$ cat src/rtl/core/fdi_fifo.sv
// Small register queue used between the pipeline parts and for the results.
module fdi_fifo #(
    parameter int WIDTH = 8,
    parameter int DEPTH = 2
) (
    input  logic             clk,
    input  logic             rst_n,
    input  logic             push,
    input  logic [WIDTH-1:0] wdata,
    output logic             full,
    input  logic             pop,
    output logic [WIDTH-1:0] rdata,
    output logic             empty
);

    localparam int PTR_W = (DEPTH > 1) ? $clog2(DEPTH) : 1;
    localparam int CNT_W = $clog2(DEPTH + 1);

    logic [WIDTH-1:0] mem_reg [DEPTH];
    logic [PTR_W-1:0] wr_ptr_reg, wr_ptr_next;
    logic [PTR_W-1:0] rd_ptr_reg, rd_ptr_next;
    logic [CNT_W-1:0] count_reg, count_next;
    logic             do_push;
    logic             do_pop;

    assign full    = (count_reg == CNT_W'(DEPTH));
    assign empty   = (count_reg == '0);
    assign do_push = push && !full;
    assign do_pop  = pop && !empty;
    assign rdata   = mem_reg[rd_ptr_reg];

    always_comb
    begin
        wr_ptr_next = wr_ptr_reg;
        rd_ptr_next = rd_ptr_reg;
        count_next  = count_reg;
        if (do_push)
        begin
            wr_ptr_next = (wr_ptr_reg == PTR_W'(DEPTH - 1)) ? '0 : wr_ptr_reg + 1'b1;
        end
        if (do_pop)
        begin
            rd_ptr_next = (rd_ptr_reg == PTR_W'(DEPTH - 1)) ? '0 : rd_ptr_reg + 1'b1;
        end
        if (do_push && !do_pop)
        begin
            count_next = count_reg + 1'b1;
        end
        else if (do_pop && !do_push)
        begin
            count_next = count_reg - 1'b1;
        end
    end

    always_ff @(posedge clk or negedge rst_n)
    begin
        if (!rst_n)
        begin
            wr_ptr_reg <= '0;
            rd_ptr_reg <= '0;
            count_reg  <= '0;
        end
        else
        begin
            wr_ptr_reg <= wr_ptr_next;
            rd_ptr_reg <= rd_ptr_next;
            count_reg  <= count_next;
        end
    end

    always_ff @(posedge clk)
    begin
        if (do_push)
        begin
            mem_reg[wr_ptr_reg] <= wdata;
        end
    end

`ifndef SYNTHESIS
    a_count_bound: assert property (@(posedge clk) disable iff (!rst_n)
        count_reg <= CNT_W'(DEPTH))
        else $error("queue fill count beyond depth");
`endif

endmodule

$ cat config.mk
export PLATFORM = sky130hd
export DESIGN_NAME = fdi_fifo
export DESIGN_NICKNAME = d
export VERILOG_FILES = /design/src/rtl/core/fdi_fifo.sv
export SDC_FILE = /design/constraint.sdc
export NUM_CORES = 1
export LEC_CHECK = 0
export BUFFER_PORTS_ARGS = -buffer_cell sky130_fd_sc_hd__buf_2
export CORE_UTILIZATION = 35
export CTS_BUF_LIST = sky130_fd_sc_hd__clkbuf_8 sky130_fd_sc_hd__clkbuf_16
export DETAILED_ROUTE_END_ITERATION = 10
export HOLD_SLACK_MARGIN = 0.06
export PLACE_DENSITY = 0.59
export SKIP_LAST_GASP = 1
export SYNTH_ARGS = -nofsm -noshare
export SYNTH_HDL_FRONTEND = slang
export SYNTH_SLANG_ARGS = --single-unit
$ cat constraint.sdc
create_clock -name clk -period 1.5 [get_ports clk]
set_input_delay 0.45 -clock clk [delete_from_list [all_inputs] [get_ports clk]]
set_output_delay 0.45 -clock clk [all_outputs]
set_load 0.1 [all_outputs]
# After elaboration in Yosys (flattened, before gate mapping)
# Memory sizes are Yosys's and may differ from the RTL's.
# Index checks and enable logic that the tools add are counted.
[word_totals]
regBits = 4
latch_bits = 0
mem_bits_rw = 16
rom_bits = 0
output_inout_bits = 10
word_cells = 25
n_memories = 1
[classes]
add_sub_neg = 4
n_mul = 0
div_mod_pow = 0
order_cmp = 0
n_eq_ne = 1
n_shift = 0
muxes = 6
n_bitwise = 0
n_reduce_logical = 10
[mem_list]
columns = ["memory", "depth", "word_bits", "read_ports", "rd_ports_with_merged_regs", "write_ports", "line", "source"]
rows = [
  ["mem_reg", 2, 8, 1, 0, 1, "19", "logic [WIDTH-1:0] mem_reg [DEPTH];"],
]
[ops]
columns = ["cell", "n"]
rows = [
  ["logical AND 1 bit", 4],
  ["zero test 1 bit", 4],
  ["2-to-1 mux 1 bit", 4],
  ["2-to-1 mux 2 bit", 2],
  ["adder 1 bit (second input constant)", 2],
  ["adder 2 x 1 -> 2 bit (second input constant)", 1],
  ["== test 2 bit (second input constant)", 1],
  ["zero test 2 bit", 1],
  ["nonzero test 2 bit", 1],
  ["subtractor 2 x 1 -> 2 bit (second input constant)", 1],
]

# Depth between registers and ports, before layout
[logic_depth]
word_depth = 7
depth_mapped = 7

# Least setup slack after synthesis
# OpenSTA, ideal clock, no wires.
[synth_path]
path_type = "flip-flop to output port"
from = "register count_reg[0]"
to = "output port empty"
arrival_ps = 1673
required_time_ps = 1050
path_slack_ps = -623
stages_incl_launch_ff = 2
n_path_buf = 0
cell_sequence = "dfrtp_1 -> nor2_1"
[synth_between]
elab_chain_cells = 1
[synth_lines]
columns = ["item", "line", "source"]
rows = [
  ["from (decl)", "22", "logic [CNT_W-1:0] count_reg, count_next;"],
  ["from (signal assigned)", "67", "count_reg <= count_next;"],
  ["zero test 2 bit", "27", "assign empty = (count_reg == '0);"],
  ["to (decl)", "13", "output logic empty"],
]
# Every way passes these cells.

# Worst setup path after layout
[layout_path]
from = "register rd_ptr_reg"
to = "output port rdata[7]"
[layout_between]
elab_chain_cells = 1
[layout_lines]
columns = ["item", "line", "source"]
rows = [
  ["from (decl)", "21", "logic [PTR_W-1:0] rd_ptr_reg, rd_ptr_next;"],
  ["from (signal assigned)", "66", "rd_ptr_reg <= rd_ptr_next;"],
  ["memory (2 x 8 bit)", "--", ""],
  ["to (decl)", "12", "output logic [WIDTH-1:0] rdata,"],
]
# Every way passes these cells.

==> flow_metrics.py <==
metrics = {
    "synth": {
        "ys_seq_area_frac": 0.742,
        "synth_top_family_by_area": "multiplexers",
        "synth_top_area_cell": "edfxtp_1",
        "avgSynthCellArea_sq_um": 17.8,
        "synthesis.nets": 57,
        "synth_xor_area_frac": 0.0656,
        "synthSimpleGateAreaFrac": 0.0384,
        "syn-instance-count": 44,
        "synth_fa_ha_area_frac": 0.0160,
        "synth_compound_area_frac": 0.00640,
        "ys_ff_latch": 20,
        "synth.mux.area_fraction": 0.115,
        "synthDistinctLibCells": 15,
        "synth_area_leaders": "edfxtp_1 61%, dfrtp_1 13%, mux2_1 8.6%",
        "mappedNetlistArea_sq_um": 782,
        "yosys_warnings": 0,
        "synth_top_area_share": 0.614,
    },
    "worst_hold_path": {
        "hold_path_class": "in2reg",
        "holdPathStages": 1,
    },
    "setup_path": {
        "start_kind": "flop",
        "crit_chain": "buf_6, mux2_4, buf_12",
        "crit_required_ns": 1.05,
        "crit_fanout": 5,
        "reg2reg_depth": 6,
        "cp_num_cells": 3,
        "cp_num_buf_inv": 2,
        "path_delay_family": "flip-flops",
        "critical_path_class": "reg2out",
        "slowest_delay_ns": 0.41,
        "arrival_ns": 1.29,
        "slowest_stage": "dfrtp_2",
        "end_kind": "primary output",
    },
    "timing": {
        "skew_ns": 0.00126,
        "worstMarginPinSlew_ns": 0.392,
        "layout_setup_ws_ns": -0.240,
        "rsz0062_at_grt": "true",
        "hold_violations": 0,
        "maxSlewViolCount": 0,
        "setup-violations-final": 10,
        "fin_crit_sh": 1.16,
        "max_freq_mhz": 575,
        "fin_crit_ns": 1.74,
        "slew_headroom": 0.739,
    },
    "grt": {
        "antenna_found_initial": 0,
        "grt.total_usage": 0.123,
        "grt_pass1_wl_microns": 2090,
        "grt.overflow.total": 0,
        "grt_start_max_net_pins": 12,
        "grt_pass1_vias": 451,
    },
    "outcome": {
        "status": "finished, violations left",
        "violations": "negative setup slack",
    },
    "cts": {
        "cts_max_path_buffers": 2,
        "htreeDepth": 1,
        "clk_pin_slew_ns": 0.07,
        "cts_tree": "done",
        "clock-sinks": 20,
        "cts_buffers": 3,
        "worstSkewPairLatency_ns": 0.25,
        "clock-root-buffer": "clkbuf_8",
    },
    "floorplan": {
        "die_area_sq_mm": 0.00243,
        "fp-row-count": 16,
        "fp.dieW_microns": 49.3,
        "start_util": 0.387,
        "ios": 22,
        "dieHeight_microns": 49.3,
        "core_sq_mm": 0.00202,
    },
    "cells_and_area": {
        "largest_register_ff_count": 16,
        "synthToLayoutAreaGrowth_pct": 62.1,
        "nFillCells": 161,
        "diodes": 0,
        "nets": 90,
        "drive_above_1_share": 0.671,
    },
    "drt": {
        "vias_per_cell": 4.47,
        "routed_wirelength_microns": 1280,
        "drtPass1Iterations": 4,
        "postRouteAntennaNets": 0,
        "drt-initial-drc-count": 3,
        "drc": 0,
        "wl_per_cell_microns": 12.4,
        "num_vias": 460,
    },
    "place": {
        "portBuffers": 21,
        "gp_congestion": 0.614,
        "hpwl_microns": 876,
        "pre_cts_ws_ns": -0.148,
    },
    "job": {
        "drv_cap": 0,
    },
}
-- cell families (layout without fill, tap and decap cells) --
family | count (synthesis) | count (layout)
mux | 8 | 8
compound gates | 1 | 1
simple gates | 6 | 6
fa+ha+maj | 1 | 1
flops | 20 | 20
xor+xnor | 5 | 5
buf+inv | 3 | 35
-- Yosys cell counts --
| library cell | n |
|---|---|
| xnor2_1 | 2 |
| dfrtp_1 | 4 |
| nand2b_1 | 1 |
| edfxtp_1 | 16 |
| nand2_2 | 1 |
| nor2_1 | 3 |
| mux2_2 | 2 |
| xnor2_2 | 1 |
| xor2_1 | 2 |
| mux2_1 | 6 |
| ha_1 | 1 |
| and3_1 | 1 |
| o21ai_1 | 1 |
| inv_1 | 2 |
| buf_2 | 1 |
-- layer usage --
| layer | wire, microns | GRT usage |
|---|---|---|
| met3 | 46 | 0.0280 |
| met5 | 0 | 0 |
| met4 | 0 | 0.0588 |
| met1 | 503 | 0.129 |
| met2 | 732 | 0.226 |
-- per-stage QoR --
stage / hold WS (ns) / std cells / util / instance area (sq um) / TNS, ns
6_report: 0.383 / 103 / 0.627 / 1270 / -1.93
5_1_grt: 0.370 / 103 / 0.627 / 1270 / -2.26
4_1_cts: 0.373 / 101 / 0.609 / 1230 / -2.00
3_5_place_dp: 0.260 / 93 / 0.553 / 1120 / -1.14
3_3_place_gp: 0.263 / 93 / 0.553 / 1120 / -0.976
2_1_floorplan: 0.154 / 44 / - / 818 / -0.172
-- worst paths after layout --
kind | startpoint | end | slack [ns]
max | rd_ptr_reg | rdata[7] | -0.24
min | wdata[2] | mem_reg[1][2] | 0.38
max reg2reg | count_reg[0] | count_reg[1] | 0.08
min reg2reg | wr_ptr_reg | wr_ptr_reg | 0.52
max in group asynchronous | rst_n | rd_ptr_reg | 0.85
min in group asynchronous | rst_n | count_reg[1] | 0.52
-- placed cells by master, fill, tap and decap left out, drive strengths merged --
cell	count
nor2	3
clkinvlp	1
buf	28
xor2	2
and3	1
inv	1
dfrtp	4
o21ai	1
ha	1
clkbuf	4
dlygate4sd3	1
mux2	8
nand2b	1
edfxtp	16
nand2	1
xnor2	3
-- cell type report --
class | count | area, sq um | area share
clock buffers | 4 | 55.1 | 0.0434
inverters | 2 | 11.3 | 0.00888
multi-input cells | 21 | 255 | 0.201
flip-flops and latches | 20 | 583 | 0.460
well taps | 27 | 33.8 | 0.0267
repair buffers | 29 | 329 | 0.260
-- what timing repair did --
action,in CTS,in global routing
hold endpoints to repair,4,0
endpoints found under the setup margin,10,11
hold buffers,1,0
resized for setup,8,5
setup buffers,3,2
pin swaps,0,4
Power is left out: the tool's default activity adds up to more than one toggle a clock period on the data nets, which glitch-free logic cannot reach.
