`src/rtl/core/fdi_pkg.sv`:
```
// Shared types, constants and helpers of the field deinterlacer.
package fdi_pkg;

    // Fixed field widths
    localparam int CHANNEL_BITS = 8;
    localparam int MODE_W       = 3;
    localparam int SIZE_W       = 11;
    localparam int CFG_ADDR_W   = 4;
    localparam int CFG_DATA_W   = 32;
    localparam int REG_IDX_W    = 2;

    // Defaults for the top-level size parameters
    localparam int MAX_WIDTH_DEF  = 1024;
    localparam int MAX_HEIGHT_DEF = 1024;

    // Register indexes
    localparam logic [REG_IDX_W-1:0] REG_MODE         = 2'd0;
    localparam logic [REG_IDX_W-1:0] REG_FRAME_WIDTH  = 2'd1;
    localparam logic [REG_IDX_W-1:0] REG_FRAME_HEIGHT = 2'd2;

    // Mode codes; unused codes behave as odd double
    localparam logic [MODE_W-1:0] MODE_EVEN    = 3'd0;
    localparam logic [MODE_W-1:0] MODE_ODD     = 3'd1;
    localparam logic [MODE_W-1:0] MODE_AVERAGE = 3'd2;
    localparam logic [MODE_W-1:0] MODE_SWAP    = 3'd3;
    localparam logic [MODE_W-1:0] MODE_WEAVE   = 3'd4;

    // Reset values of the registers
    localparam logic [MODE_W-1:0] MODE_RST         = MODE_ODD;
    localparam logic [SIZE_W-1:0] FRAME_WIDTH_RST  = 11'd720;
    localparam logic [SIZE_W-1:0] FRAME_HEIGHT_RST = 11'd480;

    // Classification of an accepted pixel
    localparam int KIND_W = 2;
    localparam logic [KIND_W-1:0] KIND_UPPER  = 2'd0;
    localparam logic [KIND_W-1:0] KIND_LOWER  = 2'd1;
    localparam logic [KIND_W-1:0] KIND_SINGLE = 2'd2;

    typedef struct packed {
        logic [CHANNEL_BITS-1:0] pixel_red;
        logic [CHANNEL_BITS-1:0] pixel_green;
        logic [CHANNEL_BITS-1:0] pixel_blue;
        logic [CHANNEL_BITS-1:0] pixel_alpha;
    } pixel_t;

    typedef struct packed {
        logic [CHANNEL_BITS-1:0] top_red;
        logic [CHANNEL_BITS-1:0] top_green;
        logic [CHANNEL_BITS-1:0] top_blue;
        logic [CHANNEL_BITS-1:0] top_alpha;
        logic [CHANNEL_BITS-1:0] bottom_red;
        logic [CHANNEL_BITS-1:0] bottom_green;
        logic [CHANNEL_BITS-1:0] bottom_blue;
        logic [CHANNEL_BITS-1:0] bottom_alpha;
        logic                    single_row;
        logic                    end_of_frame;
    } result_t;

    typedef struct packed {
        logic [MODE_W-1:0] mode;
        logic [SIZE_W-1:0] frame_width;
        logic [SIZE_W-1:0] frame_height;
    } cfg_t;

    typedef struct packed {
        logic [KIND_W-1:0] kind;
        logic              eof;
        pixel_t            px;
    } item_ctl_t;

    // Per-channel truncated average
    function automatic pixel_t px_avg(pixel_t a, pixel_t b);
        logic [CHANNEL_BITS:0] s_r;
        logic [CHANNEL_BITS:0] s_g;
        logic [CHANNEL_BITS:0] s_b;
        logic [CHANNEL_BITS:0] s_a;
        pixel_t                r;
        s_r = {1'b0, a.pixel_red}   + {1'b0, b.pixel_red};
        s_g = {1'b0, a.pixel_green} + {1'b0, b.pixel_green};
        s_b = {1'b0, a.pixel_blue}  + {1'b0, b.pixel_blue};
        s_a = {1'b0, a.pixel_alpha} + {1'b0, b.pixel_alpha};
        r.pixel_red   = s_r[CHANNEL_BITS:1];
        r.pixel_green = s_g[CHANNEL_BITS:1];
        r.pixel_blue  = s_b[CHANNEL_BITS:1];
        r.pixel_alpha = s_a[CHANNEL_BITS:1];
        return r;
    endfunction

endpackage

```
`src/rtl/core/fdi_cfg.sv`:
```
// Configuration register file behind the APB-style port.
module fdi_cfg (
    input  logic                            clk,
    input  logic                            rst_n,
    input  logic                            psel,
    input  logic                            penable,
    input  logic                            pwrite,
    input  logic [fdi_pkg::CFG_ADDR_W-1:0]  paddr,
    input  logic [fdi_pkg::CFG_DATA_W-1:0]  pwdata,
    output logic [fdi_pkg::CFG_DATA_W-1:0]  prdata,
    output logic                            pready,
    output fdi_pkg::cfg_t                   cfg
);

    fdi_pkg::cfg_t                     cfg_reg;
    logic [fdi_pkg::REG_IDX_W-1:0]     reg_idx;
    logic                              wr_en;

    assign pready  = 1'b1;
    assign reg_idx = paddr[fdi_pkg::CFG_ADDR_W-1:2];
    assign wr_en   = psel && penable && pwrite && pready;
    assign cfg     = cfg_reg;

    always_comb
    begin
        unique case (reg_idx)
            fdi_pkg::REG_MODE:
                prdata = fdi_pkg::CFG_DATA_W'(cfg_reg.mode);
            fdi_pkg::REG_FRAME_WIDTH:
                prdata = fdi_pkg::CFG_DATA_W'(cfg_reg.frame_width);
            fdi_pkg::REG_FRAME_HEIGHT:
                prdata = fdi_pkg::CFG_DATA_W'(cfg_reg.frame_height);
            default:
                prdata = '0;
        endcase
    end

    always_ff @(posedge clk or negedge rst_n)
    begin
        if (!rst_n)
        begin
            cfg_reg.mode         <= fdi_pkg::MODE_RST;
            cfg_reg.frame_width  <= fdi_pkg::FRAME_WIDTH_RST;
            cfg_reg.frame_height <= fdi_pkg::FRAME_HEIGHT_RST;
        end
        else if (wr_en)
        begin
            unique case (reg_idx)
                fdi_pkg::REG_MODE:
                    cfg_reg.mode <= pwdata[fdi_pkg::MODE_W-1:0];
                fdi_pkg::REG_FRAME_WIDTH:
                    cfg_reg.frame_width <= pwdata[fdi_pkg::SIZE_W-1:0];
                fdi_pkg::REG_FRAME_HEIGHT:
                    cfg_reg.frame_height <= pwdata[fdi_pkg::SIZE_W-1:0];
                default:
                    ;
            endcase
        end
    end

endmodule

```
`config.mk`:
```
export PLATFORM = sky130hd
export DESIGN_NAME = fdi_cfg
export DESIGN_NICKNAME = d
export VERILOG_FILES = /design/src/rtl/core/fdi_pkg.sv /design/src/rtl/core/fdi_cfg.sv
export SDC_FILE = /design/constraint.sdc
export NUM_CORES = 1
export LEC_CHECK = 0
export CORE_MARGIN = 3
export CORE_UTILIZATION = 55
export CTS_BUF_LIST = sky130_fd_sc_hd__clkbuf_2
export DETAILED_ROUTE_END_ITERATION = 12
export DONT_BUFFER_PORTS = 1
export PLACE_DENSITY = 0.66
export SLEW_MARGIN = 0
export SYNTH_ARGS = -nofsm -noshare
export SYNTH_HDL_FRONTEND = slang
export SYNTH_SLANG_ARGS = --single-unit
```
`constraint.sdc`:
```
create_clock -name clk -period 1.5 [get_ports clk]
set_input_delay 0.225 -clock clk [delete_from_list [all_inputs] [get_ports clk]]
set_output_delay 0.225 -clock clk [all_outputs]
set_load 0.01 [all_outputs]
```
# Yosys cells after proc, flatten, opt, wreduce, memory -nomap -nowiden
# Index checks and enable logic that the tools add are counted.
dict set report totals {
  register_bits 25
  inputBits 41
  out_inout_bits 58
  elab_cells 12
}
dict set report op_classes {
  reduce_logical 6
  n_eq_ne 2
  mux 1
}
# op n
set ops {}
lappend ops {{11-bit one-hot mux with 3 select lines} 1}
lappend ops {{2-bit AND reduction} 3}
lappend ops {{2-bit by 1-bit equality test with 1-bit output, second input constant} 1}
lappend ops {{2-bit equality test, second input constant} 1}
lappend ops {{1-bit logical AND} 2}
lappend ops {{2-bit zero test} 1}

# Longest topological paths before layout
dict set report depth {
  depth_word 3
  depth_mapped 5
}

# Least setup slack after synthesis
# OpenSTA, ideal clock, no wires.
dict set report synth_path {
  path_kind {in2reg}
  startpoint {in pwrite}
  endpoint {reg cfg_reg, in the netlist cfg[11]}
  path_slack_ps 197
  setup_ps 125
  stages 4
  t_arrival_ps 1178
  required_ps 1375
  cell_sequence {nand3_1 > or3b_1 > buf_6 > mux2_4}
}
dict set report synth_between {
  elab_chain_len 2
}
# item line_no
set synth_rtl {}
lappend synth_rtl {{start, declared} fdi_cfg.sv:7} ;# input logic pwrite,
lappend synth_rtl {{1-bit logical AND} fdi_cfg.sv:21} ;# assign wr_en = psel && penable && pwrite && pready;
lappend synth_rtl {{2-bit AND reduction (no line)} n/a}
lappend synth_rtl {{end, declared} fdi_cfg.sv:15} ;# fdi_pkg::cfg_t cfg_reg;
# Every way passes these cells.
# A chain may end at the register's enable or synchronous reset.

# Worst setup path after layout
dict set report layout_path {
  startpoint {reg cfg_reg, in the netlist cfg[22]}
  endpoint {out prdata[0] (netlist name)}
}
dict set report layout_between {
  elab_chain_len 1
}
# item line_no
set layout_rtl {}
lappend layout_rtl {{11-bit one-hot mux with 3 select lines} fdi_cfg.sv:26} ;# unique case (reg_idx)
lappend layout_rtl {{end, declared} fdi_cfg.sv:10} ;# output logic [fdi_pkg::CFG_DATA_W-1:0] prdata,
# Every way passes these cells.

==> results.toml <==
[setup_path]
r2r_slack_ns = 0.64
cp_max_fo = 3
startpoint_type = "flip-flop"
crit_family = "flip-flops"
r2r-start = "cfg[4]"
worstReg2RegEnd = "cfg[4]"
cp-end-kind = "output port"
path_buf_inv = 0
criticalPathCategory = "reg2out"
critPathArrivalTime_ns = 1.20
slowest_stage = "dfstp_2"
max_stage_delay_ns = 0.61
critPathRequiredTime_ns = 1.27
crit_chain = "mux2i_1 > o21ai_2"
worstRegToRegCells = 1

[layout]
drive_gt1_share_pct = 38.5
final_net_count = 159
largest_reg_flops = 25
syn2layout_area_growth_pct = 9.12
fin_cells = 145
finish.utilization_pct = 64.4
antenna_cells = 0

[route]
drc = 0
drtPass1Iterations = 4
ant_nets = 0
viasPerCell = 5.30
vias = 768
totalWireLength_mm = 2.64
drt-initial-drc-count = 7
wl_per_cell_um = 18.2

[logic_synthesis]
yosysMostFrequentCell = "buf_4"
yosysTopAreaCellShare_pct = 30.1
yosysTopAreaCell = "dfrtp_1"
synth-edff-count = 0
syn-cell-area_sq_um = 1330
ys_warn_count = 0
synth_ff_type = "dfrtp_1"
avgSynthCellArea_sq_um = 13.0
synthCells = 102
synthArstFlopShare_pct = 100
yosys-top-cells-area = "dfrtp_1 (30%), dfstp_2 (18%), mux2_2 (13%)"
synth-seq-cells = 25
synthTopCellsByCount = "buf_4 (22), dfrtp_1 (16), mux2_2 (15), mux2_4 (10), dfstp_2 (9)"
yosysSeqAreaShare_pct = 47.9
yosysUniqueCellTypes = 19

[sta]
clock-skew-final_ns = 0
hold_viol_final = 0
relSlewSlack_pct = 56.2
setup_viol = 0
rsz0062_at_grt = "true"
tightestPinTransition_ns = 0.656
fin_ws_ns = 0.0775
slew_viol_final = 0
fmax_mhz = 703
period_minus_slack_ns = 1.42
whs_ns = 0.256
fin_crit_sh_pct = 94.8

[global_routing]
grt_usage_pct = 18.1
gr-total-overflow = 0
grt_pass1_vias = 751
grt_max_degree = 26
grt_pass1_wl_mm = 3.73
antenna_found_initial = 0

[status]
outcome = "complete, no violations"

[die]
rows = 17
io_pins = 99
die_width_um = 55.2
core_area_sq_um = 2250
die_y_um = 55.2
start_util_pct = 59.0
die_area_sq_um = 3040

[power]
power_switching_share_pct = 33.5
ir_drop_mv = 0.758
cellLeakagePower_nw = 0.683
p_sw_uw = 583
cellPowerDensity_nw_per_um2 = 1200
combinationalPowerShare_pct = 21.7
power.total_mw = 1.74
pwr-share-clk_pct = 15.2
seq_power_share_pct = 63.1
internal-power_mw = 1.16

[clocking]
clock_sinks = 25
clk_root_buffer_cell = "clkbuf_2"
clk_path_buf_depth = 2
tritoncts = "built"
clkTransAtPathRegs_ns = 0.25
cts_setup_buffers = 0
cts.htree.levels = 1
insertion_delay_ns = 0.33
numCtsBuffers = 3

[place]
dp_hpwl_mm = 1.80
port_buffers = 0
place_congestion = 0.662
dpl.cell_count = 127
pre_cts_slack_ns = 0.104

[job]
drv_cap = 0

[min_path]
hold_class = "in2async"
## cell families after synthesis
family	Yosys count	share of synthesized area [%]
other cells	2	0.565
flops	25	47.9
compound gates	11	6.40
buf+inv	27	15.1
mux	28	26.2
simple gates	9	3.86
## layout make-up
class / count / area (sq um)
clock buffers: 3 / 15.0
flip-flops and latches: 25 / 637
well taps: 28 / 35.0
repair buffers: 18 / 180
clock inverters: 1 / 7.51
multi-input cells: 70 / 577
fillers: 181 / 803
## cells in the final DEF, fill, tap and decap left out, types with 2 or more instances in the layout
master	instances
a22o_1	8
buf_4	4
clkbuf_2	3
conb_1	22
dfrtp_1	16
dfstp_2	9
dlygate4sd3_1	13
mux2_2	15
mux2_4	10
mux2i_1	3
nand2_1	3
o21ai_1	2
## power groups by stage
stage	Sequential (mW)	Combinational [mW]	Clock, mW
2_1_floorplan	1.07	0.339	0
3_3_place_gp	1.11	0.308	0
3_5_place_dp	1.12	0.320	0
4_1_cts	1.10	0.374	0.281
5_1_grt	1.13	0.411	0.313
6_report	1.10	0.378	0.264
## worst max path at each step
stage	cells past startpoint	start	slack, ns	to
after CTS	2	cfg[12]	0.008	prdata[1]
after global placement	4	pwrite	0.14	cfg[16]
after floorplan	4	pwrite	0.20	cfg[11]
after global routing	2	cfg[22]	-0.02	prdata[0]
after detailed placement	4	pwrite	0.10	cfg[19]
final	2	cfg[22]	0.08	prdata[0]
## layer usage
metal / track usage, % / vias up / routed length (um)
met5: 0 / - / 0
met4: 7.29 / 0 / 7
met3: 4.29 / 2 / 247
met2: 29.7 / 49 / 1360
met1: 22.8 / 377 / 1020
li1: - / 340 / -
## timing repair
| action | 4_1_cts | 5_1_grt |
|---|---|---|
| endpoints found under the hold margin | 49 | 1 |
| setup endpoints to repair | 2 | 2 |
| hold buffers | 13 | 1 |
| resized for setup | 3 | 1 |
## through the flow
stage	area, sq um	setup TNS (ns)
after global routing	1450	-0.0248
after floorplan	1410	0
after global placement	1270	0
after detailed placement	1270	0
final	1450	0
after CTS	1440	0
Power figures use the tool's default switching activity.
