**src/rtl/core/fdi_pkg.sv**
```systemverilog
// Shared types, constants and helpers of the field deinterlacer.
package fdi_pkg;

    // Fixed field widths
    localparam int CHANNEL_BITS = 8;
    localparam int MODE_W       = 3;
    localparam int SIZE_W       = 11;
    localparam int CFG_ADDR_W   = 4;
    localparam int CFG_DATA_W   = 32;
    localparam int REG_IDX_W    = 2;

    // Defaults for the top-level size parameters
    localparam int MAX_WIDTH_DEF  = 1024;
    localparam int MAX_HEIGHT_DEF = 1024;

    // Register indexes
    localparam logic [REG_IDX_W-1:0] REG_MODE         = 2'd0;
    localparam logic [REG_IDX_W-1:0] REG_FRAME_WIDTH  = 2'd1;
    localparam logic [REG_IDX_W-1:0] REG_FRAME_HEIGHT = 2'd2;

    // Mode codes; unused codes behave as odd double
    localparam logic [MODE_W-1:0] MODE_EVEN    = 3'd0;
    localparam logic [MODE_W-1:0] MODE_ODD     = 3'd1;
    localparam logic [MODE_W-1:0] MODE_AVERAGE = 3'd2;
    localparam logic [MODE_W-1:0] MODE_SWAP    = 3'd3;
    localparam logic [MODE_W-1:0] MODE_WEAVE   = 3'd4;

    // Reset values of the registers
    localparam logic [MODE_W-1:0] MODE_RST         = MODE_ODD;
    localparam logic [SIZE_W-1:0] FRAME_WIDTH_RST  = 11'd720;
    localparam logic [SIZE_W-1:0] FRAME_HEIGHT_RST = 11'd480;

    // Classification of an accepted pixel
    localparam int KIND_W = 2;
    localparam logic [KIND_W-1:0] KIND_UPPER  = 2'd0;
    localparam logic [KIND_W-1:0] KIND_LOWER  = 2'd1;
    localparam logic [KIND_W-1:0] KIND_SINGLE = 2'd2;

    typedef struct packed {
        logic [CHANNEL_BITS-1:0] pixel_red;
        logic [CHANNEL_BITS-1:0] pixel_green;
        logic [CHANNEL_BITS-1:0] pixel_blue;
        logic [CHANNEL_BITS-1:0] pixel_alpha;
    } pixel_t;

    typedef struct packed {
        logic [CHANNEL_BITS-1:0] top_red;
        logic [CHANNEL_BITS-1:0] top_green;
        logic [CHANNEL_BITS-1:0] top_blue;
        logic [CHANNEL_BITS-1:0] top_alpha;
        logic [CHANNEL_BITS-1:0] bottom_red;
        logic [CHANNEL_BITS-1:0] bottom_green;
        logic [CHANNEL_BITS-1:0] bottom_blue;
        logic [CHANNEL_BITS-1:0] bottom_alpha;
        logic                    single_row;
        logic                    end_of_frame;
    } result_t;

    typedef struct packed {
        logic [MODE_W-1:0] mode;
        logic [SIZE_W-1:0] frame_width;
        logic [SIZE_W-1:0] frame_height;
    } cfg_t;

    typedef struct packed {
        logic [KIND_W-1:0] kind;
        logic              eof;
        pixel_t            px;
    } item_ctl_t;

    // Per-channel truncated average
    function automatic pixel_t px_avg(pixel_t a, pixel_t b);
        logic [CHANNEL_BITS:0] s_r;
        logic [CHANNEL_BITS:0] s_g;
        logic [CHANNEL_BITS:0] s_b;
        logic [CHANNEL_BITS:0] s_a;
        pixel_t                r;
        s_r = {1'b0, a.pixel_red}   + {1'b0, b.pixel_red};
        s_g = {1'b0, a.pixel_green} + {1'b0, b.pixel_green};
        s_b = {1'b0, a.pixel_blue}  + {1'b0, b.pixel_blue};
        s_a = {1'b0, a.pixel_alpha} + {1'b0, b.pixel_alpha};
        r.pixel_red   = s_r[CHANNEL_BITS:1];
        r.pixel_green = s_g[CHANNEL_BITS:1];
        r.pixel_blue  = s_b[CHANNEL_BITS:1];
        r.pixel_alpha = s_a[CHANNEL_BITS:1];
        return r;
    endfunction

endpackage

```
**src/rtl/core/fdi_front.sv**
```systemverilog
// Front part: raster counters and pixel classification.
module fdi_front #(
    parameter int MAX_WIDTH  = fdi_pkg::MAX_WIDTH_DEF,
    parameter int MAX_HEIGHT = fdi_pkg::MAX_HEIGHT_DEF,
    localparam int COL_W     = $clog2(MAX_WIDTH),
    localparam int ROW_W     = $clog2(MAX_HEIGHT),
    localparam int PAIR_W    = ROW_W - 1
) (
    input  logic                clk,
    input  logic                rst_n,
    input  fdi_pkg::cfg_t       cfg,
    input  logic                accept,
    input  fdi_pkg::pixel_t     pixel,
    output fdi_pkg::item_ctl_t  item_ctl,
    output logic [COL_W-1:0]    item_col,
    output logic [PAIR_W-1:0]   item_pair
);

    localparam int WW    = COL_W + 1;
    localparam int HW    = ROW_W + 1;
    localparam int CMPW_W = (fdi_pkg::SIZE_W > WW) ? fdi_pkg::SIZE_W : WW;
    localparam int CMPH_W = (fdi_pkg::SIZE_W > HW) ? fdi_pkg::SIZE_W : HW;

    logic [COL_W-1:0]  col_reg, col_next;
    logic [ROW_W-1:0]  row_reg, row_next;
    logic [CMPW_W-1:0] fw_ext;
    logic [CMPH_W-1:0] fh_ext;
    logic [WW-1:0]     w_eff;
    logic [HW-1:0]     h_eff;
    logic [COL_W-1:0]  w_last;
    logic [ROW_W-1:0]  h_last;
    logic [COL_W-1:0]  col;
    logic [ROW_W-1:0]  row;
    logic              last_col;
    logic              last_row;

    // Saturate the frame size into 1..MAX
    always_comb
    begin
        fw_ext = CMPW_W'(cfg.frame_width);
        fh_ext = CMPH_W'(cfg.frame_height);
        if (fw_ext == '0)
            w_eff = WW'(1);
        else if (fw_ext > CMPW_W'(MAX_WIDTH))
            w_eff = WW'(MAX_WIDTH);
        else
            w_eff = fw_ext[WW-1:0];
        if (fh_ext == '0)
            h_eff = HW'(1);
        else if (fh_ext > CMPH_W'(MAX_HEIGHT))
            h_eff = HW'(MAX_HEIGHT);
        else
            h_eff = fh_ext[HW-1:0];
    end

    assign w_last   = COL_W'(w_eff - 1'b1);
    assign h_last   = ROW_W'(h_eff - 1'b1);
    // A counter at or past the last position counts as the last position
    assign col      = ({1'b0, col_reg} < w_eff) ? col_reg : w_last;
    assign row      = ({1'b0, row_reg} < h_eff) ? row_reg : h_last;
    assign last_col = (col == w_last);
    assign last_row = (row == h_last);

    always_comb
    begin
        item_ctl.px  = pixel;
        item_ctl.eof = last_col && last_row;
        if (row[0])
            item_ctl.kind = fdi_pkg::KIND_LOWER;
        else if (last_row)
            item_ctl.kind = fdi_pkg::KIND_SINGLE;
        else
            item_ctl.kind = fdi_pkg::KIND_UPPER;
    end

    assign item_col  = col;
    assign item_pair = row[ROW_W-1:1];

    always_comb
    begin
        col_next = col_reg;
        row_next = row_reg;
        if (accept)
        begin
            if (last_col)
            begin
                col_next = '0;
                row_next = last_row ? '0 : row + 1'b1;
            end
            else
            begin
                col_next = col + 1'b1;
                row_next = row;
            end
        end
    end

    always_ff @(posedge clk or negedge rst_n)
    begin
        if (!rst_n)
        begin
            col_reg <= '0;
            row_reg <= '0;
        end
        else
        begin
            col_reg <= col_next;
            row_reg <= row_next;
        end
    end

`ifndef SYNTHESIS
    a_eof_wraps: assert property (@(posedge clk) disable iff (!rst_n)
        accept && item_ctl.eof |=> col_reg == '0 && row_reg == '0)
        else $error("frame end did not wrap the raster counters");
`endif

endmodule

```
**config.mk**
```make
export PLATFORM = sky130hd
export DESIGN_NAME = fdi_front
export DESIGN_NICKNAME = d
export VERILOG_FILES = /design/src/rtl/core/fdi_pkg.sv /design/src/rtl/core/fdi_front.sv
export SDC_FILE = /design/constraint.sdc
export NUM_CORES = 1
export LEC_CHECK = 0
export BUFFER_PORTS_ARGS = -buffer_cell sky130_fd_sc_hd__buf_2
export CAP_MARGIN = 20
export CORE_MARGIN = 10
export CORE_UTILIZATION = 53
export DETAILED_ROUTE_END_ITERATION = 10
export PLACE_DENSITY = 0.84
export SLEW_MARGIN = 20
export SYNTH_ARGS = -nofsm -noshare
export SYNTH_HDL_FRONTEND = slang
export SYNTH_SLANG_ARGS = --single-unit
```
**constraint.sdc**
```tcl
create_clock -name clk -period 4 [get_ports clk]
set_clock_uncertainty 0.1 [all_clocks]
set_input_delay 0.4 -clock clk [delete_from_list [all_inputs] [get_ports clk]]
set_output_delay 0.4 -clock clk [all_outputs]
set_load 0.02 [all_outputs]
```
Word-level counts from Yosys, hierarchy flattened
Cells that the tools add are included.

Register bits after elaboration: 20. Input port bits: 60. Output and inout bits: 54. Word-level logic and storage cells: 26.

$add $sub $neg: 4. $lt $le $gt $ge: 4. Equality and inequality tests: 2. Mux-type cells: 11. Reductions and logical operators: 3.

Operators by type and width (count): $mux 10 (5); $mux 11 (4); $gt 11x11->1 const B (2); $logic_not 11->1 (2); $lt 10x11->1 (2); $add 10x1->10 const B (2); $eq 10x10->1 (2); $sub 10x1->10 const B (2); $mux 2 (2); $logic_and 1x1->1 (1).

Longest topological paths before layout
Word-level depth: 8. Mapped depth: 17. Depth with buffers taken out: 15.

Worst setup path before layout
Ideal clock, no wire load.

Path type: input -> register. From: input port cfg[10] (netlist bit). To: register row_reg[8]. Setup time: 94 ps. Arrival: 3654 ps. Data required time: 3806 ps. Slack: 152 ps. Stages: 16. Path buffers: 3. Path through: inv_1 > clkbuf_1 > nand2_1 > ha_1 > a2111oi_0 > o21ai_0 > a21oi_1 > nand2_2 > buf_6 > buf_2 > a21oi_1 > ha_1 > and3_1 > nand4_1 > xor2_1 > a221oi_2.

Longest elaborated chain between the ends: 8. Elaborated cells on any way between the ends: 11. Classes of those cells: 2 x add/sub; 2 x order compare; 1 x eq/ne; 5 x mux; 1 x reduce/logical.

RTL lines: start, declared (line fdi_front.sv:11) `input fdi_pkg::cfg_t cfg,`; $gt 11x11->1 (line fdi_front.sv:50) `else if (fh_ext > CMPH_W'(MAX_HEIGHT))`; $mux 11 (line fdi_front.sv:50); $mux 11 * (line fdi_front.sv:48) `if (fh_ext == '0)`; $sub 10x1->10 / $lt 10x11->1 (equally long branches) (line fdi_front.sv:57, fdi_front.sv:60); $mux 10 * (line fdi_front.sv:60) `assign row = ({1'b0, row_reg} < h_eff) ? row_reg : h_last;`; named net item_pair[0] (line fdi_front.sv:16) `output logic [PAIR_W-1:0] item_pair`; $add 10x1->10 / $eq 10x10->1 (equally long branches) (line fdi_front.sv:88, fdi_front.sv:62); $mux 10 * (line fdi_front.sv:88) `row_next = last_row ? '0 : row + 1'b1;`; $mux 10 * (line fdi_front.sv:85) `if (last_col)`; end signal, assigned (line fdi_front.sv:108) `row_reg <= row_next;`; end, declared (line fdi_front.sv:25) `logic [ROW_W-1:0] row_reg, row_next;`.

Mark *: on every way through the listed nets, which the timed path passes. The rest lies on a longest branch. A chain may end at the register's enable or synchronous reset.

==> summary.md <==
| Metric | Value |
|---|---|
| Power Internal | a little under 1000 uW |
| GRT overflow | 0 |
| CP bufs+invs | 3 |
| Comb pwr share | between 70% and 80% |
| Inserted Diodes | 0 |
| Ys flop type | dfrtp_1 |
| Synth-to-Final Area Change | 2.83% |
| Fin area | approximately 3600 um^2 |
| Post-synthesis sequential area ratio | ~14% |
| Min cycle time layout | between 3000 and 4000 ps |
| Async SR Flop Fraction | 100% |
| FMAX | 264 MHz |
| Post-layout util | a little under three fifths |
| Placed Area | roughly 3500 um^2 |
| CP startpoint kind | primary input |
| I/O pins | roughly 110 |
| EDFF count, synth | 0 |
| Final Max Slew Viols | 0 |
| Leakage Power | 0.00150 uW |
| Yosys top cell area share | roughly 14% |
| Post-DP HPWL | between 7 and 8 mm |
| Initial drt markers | 434 |
| Die W | 101 um |
| Crit path max-delay family | simple AND/OR/NAND/NOR gates |
| Residual DRC count | 0 |
| Status | finished with violations |
| FF+latch count, synth | 20 |
| Die area | approximately 10000 um^2 |
| Synth Cell Area | around 3500 um^2 |
| VDD IR max | 0.392 mV |
| Starting Density | roughly 55% |
| CP max stage cell | ha_1 |
| Largest cells by area after synthesis | dfrtp_1 (14%), ha_1 (7.9%), buf_4 (7.5%) |
| Syn_area_per_cell | between 7 and 8 um^2 |
| Type of the worst min-delay path | in2async |
| Largest net degree at the start of global routing | 21 |
| Post-layout total power | 2110 uW |
| Proportion of power drawn by flip-flops and latches | about 22% |
| Vias per cell | ~6.6 |
| Skew-Pair Late Insertion Delay | 270 ps |
| Root Driver | clkbuf_8 |
| # setup viols final | 0 |
| Reg clk slew, reported paths | about 80 ps |
| Sinks on Clock Net | 20 |
| Slew at the pin closest to its max-slew limit | a little over 500 ps |
| Hold Slack | -27.3 ps |
| Max cap viols | 0 |
| CP required | 3500 ps |
| First-pass iteration count of the detailed router | 7 |
| Setup bufs post-CTS | 0 |
| Core box area | 6390 um^2 |
| Most common cell after layout, fill and taps aside | buf_2 |
| Vias in the first global route | between 3000 and 4000 |
| Die Y | approximately 100 um |
| Final Hold Viols | 20 |
| Switching share of power | between 50% and 60% |
| Library cells used by synthesis | between 70 and 80 |
| Hold-fix buffers, CTS | 0 |
| # fillers | around 590 |
| Critical-path cell list | buf_2 > nor4_4 > and3_1 > o21ai_1 > ha_1 > inv_1 > a22oi_1 > o2bb2ai_1 > nor4b_1 > nand4_1 > o21ai_2 > and2_1 > buf_2 |
| Switching power total | about 1100 uW |
| Layout cell share with drive strength beyond 1 | 20.2% |
| Cells after Synth | 457 |
| Worst path max stage delay | around 360 ps |
| Routed length per placed instance | around 19 um |
| CTS tree | built |
| Wirelength, routed | between 10 and 15 mm |
| Slew HR | between 60 and 70% |
| Setup tns final | 0 ps |
| Violated checks | negative hold slack |
| Vias | between 3000 and 4000 |
| Critical path class | in2out |
| Cell Pwr Density | 588 nW/um^2 |
| Period utilization | a little over nine tenths |
| Initial antenna violation count | 0 |
| Ys Warns | 0 |
| Unrepaired setup endpoints after global routing | false |
| Post-synth top area cell | dfrtp_1 |
| Max clock buf depth | 2 |
| Clock network power share | 7.6% |
| Antenna viol nets, final | 0 |
| CP dominant cell by count | buf_2 |
| Mapped Nets | ~540 |
| GRT Total Usage | between 10% and 20% |
| RD Place Congestion | ~0.99 |
| Most frequent cells in the layout | buf_2 (46), nand2_1 (45), nor2_1 (40), ha_1 (22) |
| CTS H-tree depth | 1 |
| Row cnt | 29 |
| CP max FO | 11 |
| CTS buffer count | 3 |
| # resized after CTS | 0 |
| Port buffer count | 46 |
| Fin nets | around 540 |
| Critical Path Sink Type | primary output |
| Worst EP arrival | between 3000 and 4000 ps |
| First-pass GRT wire length | between 15 and 20 mm |
-- logic make-up (layout without fill, tap and decap cells) --
logic type / count (synthesis) / after routing / share of synthesized area [%]
simple gates: 183 / 183 / 29.2
compound gates: 115 / 115 / 23.9
buf+inv: 74 / 77 / 12.4
xor+xnor: 24 / 24 / 6.03
fa+ha+maj: 23 / 23 / 8.18
flops: 20 / 20 / 14.4
mux: 18 / 18 / 5.92
-- path summary, 6_finish.rpt --
kind                       startpoint            to  slack, ps  cells past startpoint
min in group clk               accept    col_reg[1]        450                      3
max                           cfg[15]  item_ctl[32]        210                     13
min                             rst_n    row_reg[3]        -30                      1
min reg2reg                col_reg[6]    col_reg[6]        490                      1
max reg2reg                row_reg[8]    row_reg[8]        640                     12
max in group asynchronous       rst_n    row_reg[6]       3500                      1
-- power by group through the flow --
| stage | registers (uW) | clock network [uW] | logic, uW |
|---|---|---|---|
| 2_1_floorplan | 384 | 0 | 1180 |
| 3_3_place_gp | 453 | 0 | 1410 |
| 3_5_place_dp | 459 | 0 | 1450 |
| 4_1_cts | 457 | 158 | 1460 |
| 5_1_grt | 478 | 167 | 1610 |
| 6_report | 472 | 160 | 1480 |
-- per-layer routing --
layer	wire, um	track usage [%]	vias to the layer above
li1	-	-	1661
met1	4370	25.9	1670
met2	4690	30.6	182
met3	911	3.29	18
met4	125	3.86	0
met5	0	0	-
-- stage by stage --
step / setup slack (ps) / instances / hold WS [ps]
finish: 211 / 537 / -27.3
global route: 13.7 / 537 / 13.9
floorplan: 152 / 457 / 4.41
detailed placement: 252 / 533 / 280
global placement: 298 / 533 / 278
CTS: 295 / 537 / 1.15
-- synthesized netlist by cell type, drive strengths merged (6+ instances only) --
master and instances:
a21oi 20, a22o 6, a31oi 7, and3 9, buf 45, clkbuf 15
dfrtp 20, ha 22, inv 13, mux2 11, mux2i 7, nand2 47
nand2b 9, nand3 13, nand4 7, nor2 41, nor3 14, nor4 10
o21ai 25, o31ai 6, xnor2 16, xor2 8
-- cell type report --
cell class                 instances  area (um^2)  area share (%)
multi-input combinational        363         2550            71.2
timing repair buffer              59          328            9.14
inverter                          14         52.6            1.47
clock buffer                       4         55.1            1.54
sequential                        20          500            14.0
tap                               77         96.3            2.69
-- worst reg2reg max path, delay by kind of cell, from the launching register on --
kind                       cells  cell delay [ps]
xor gates and xnor gates       1              220
adders and majority gates      2              580
muxes                          1              350
AOI/OAI and AO/OA              4              830
buffers and inverters          1              120
and+or+nand+nor                3              480
DFF                            1              560
Power figures use the tool's default switching activity.
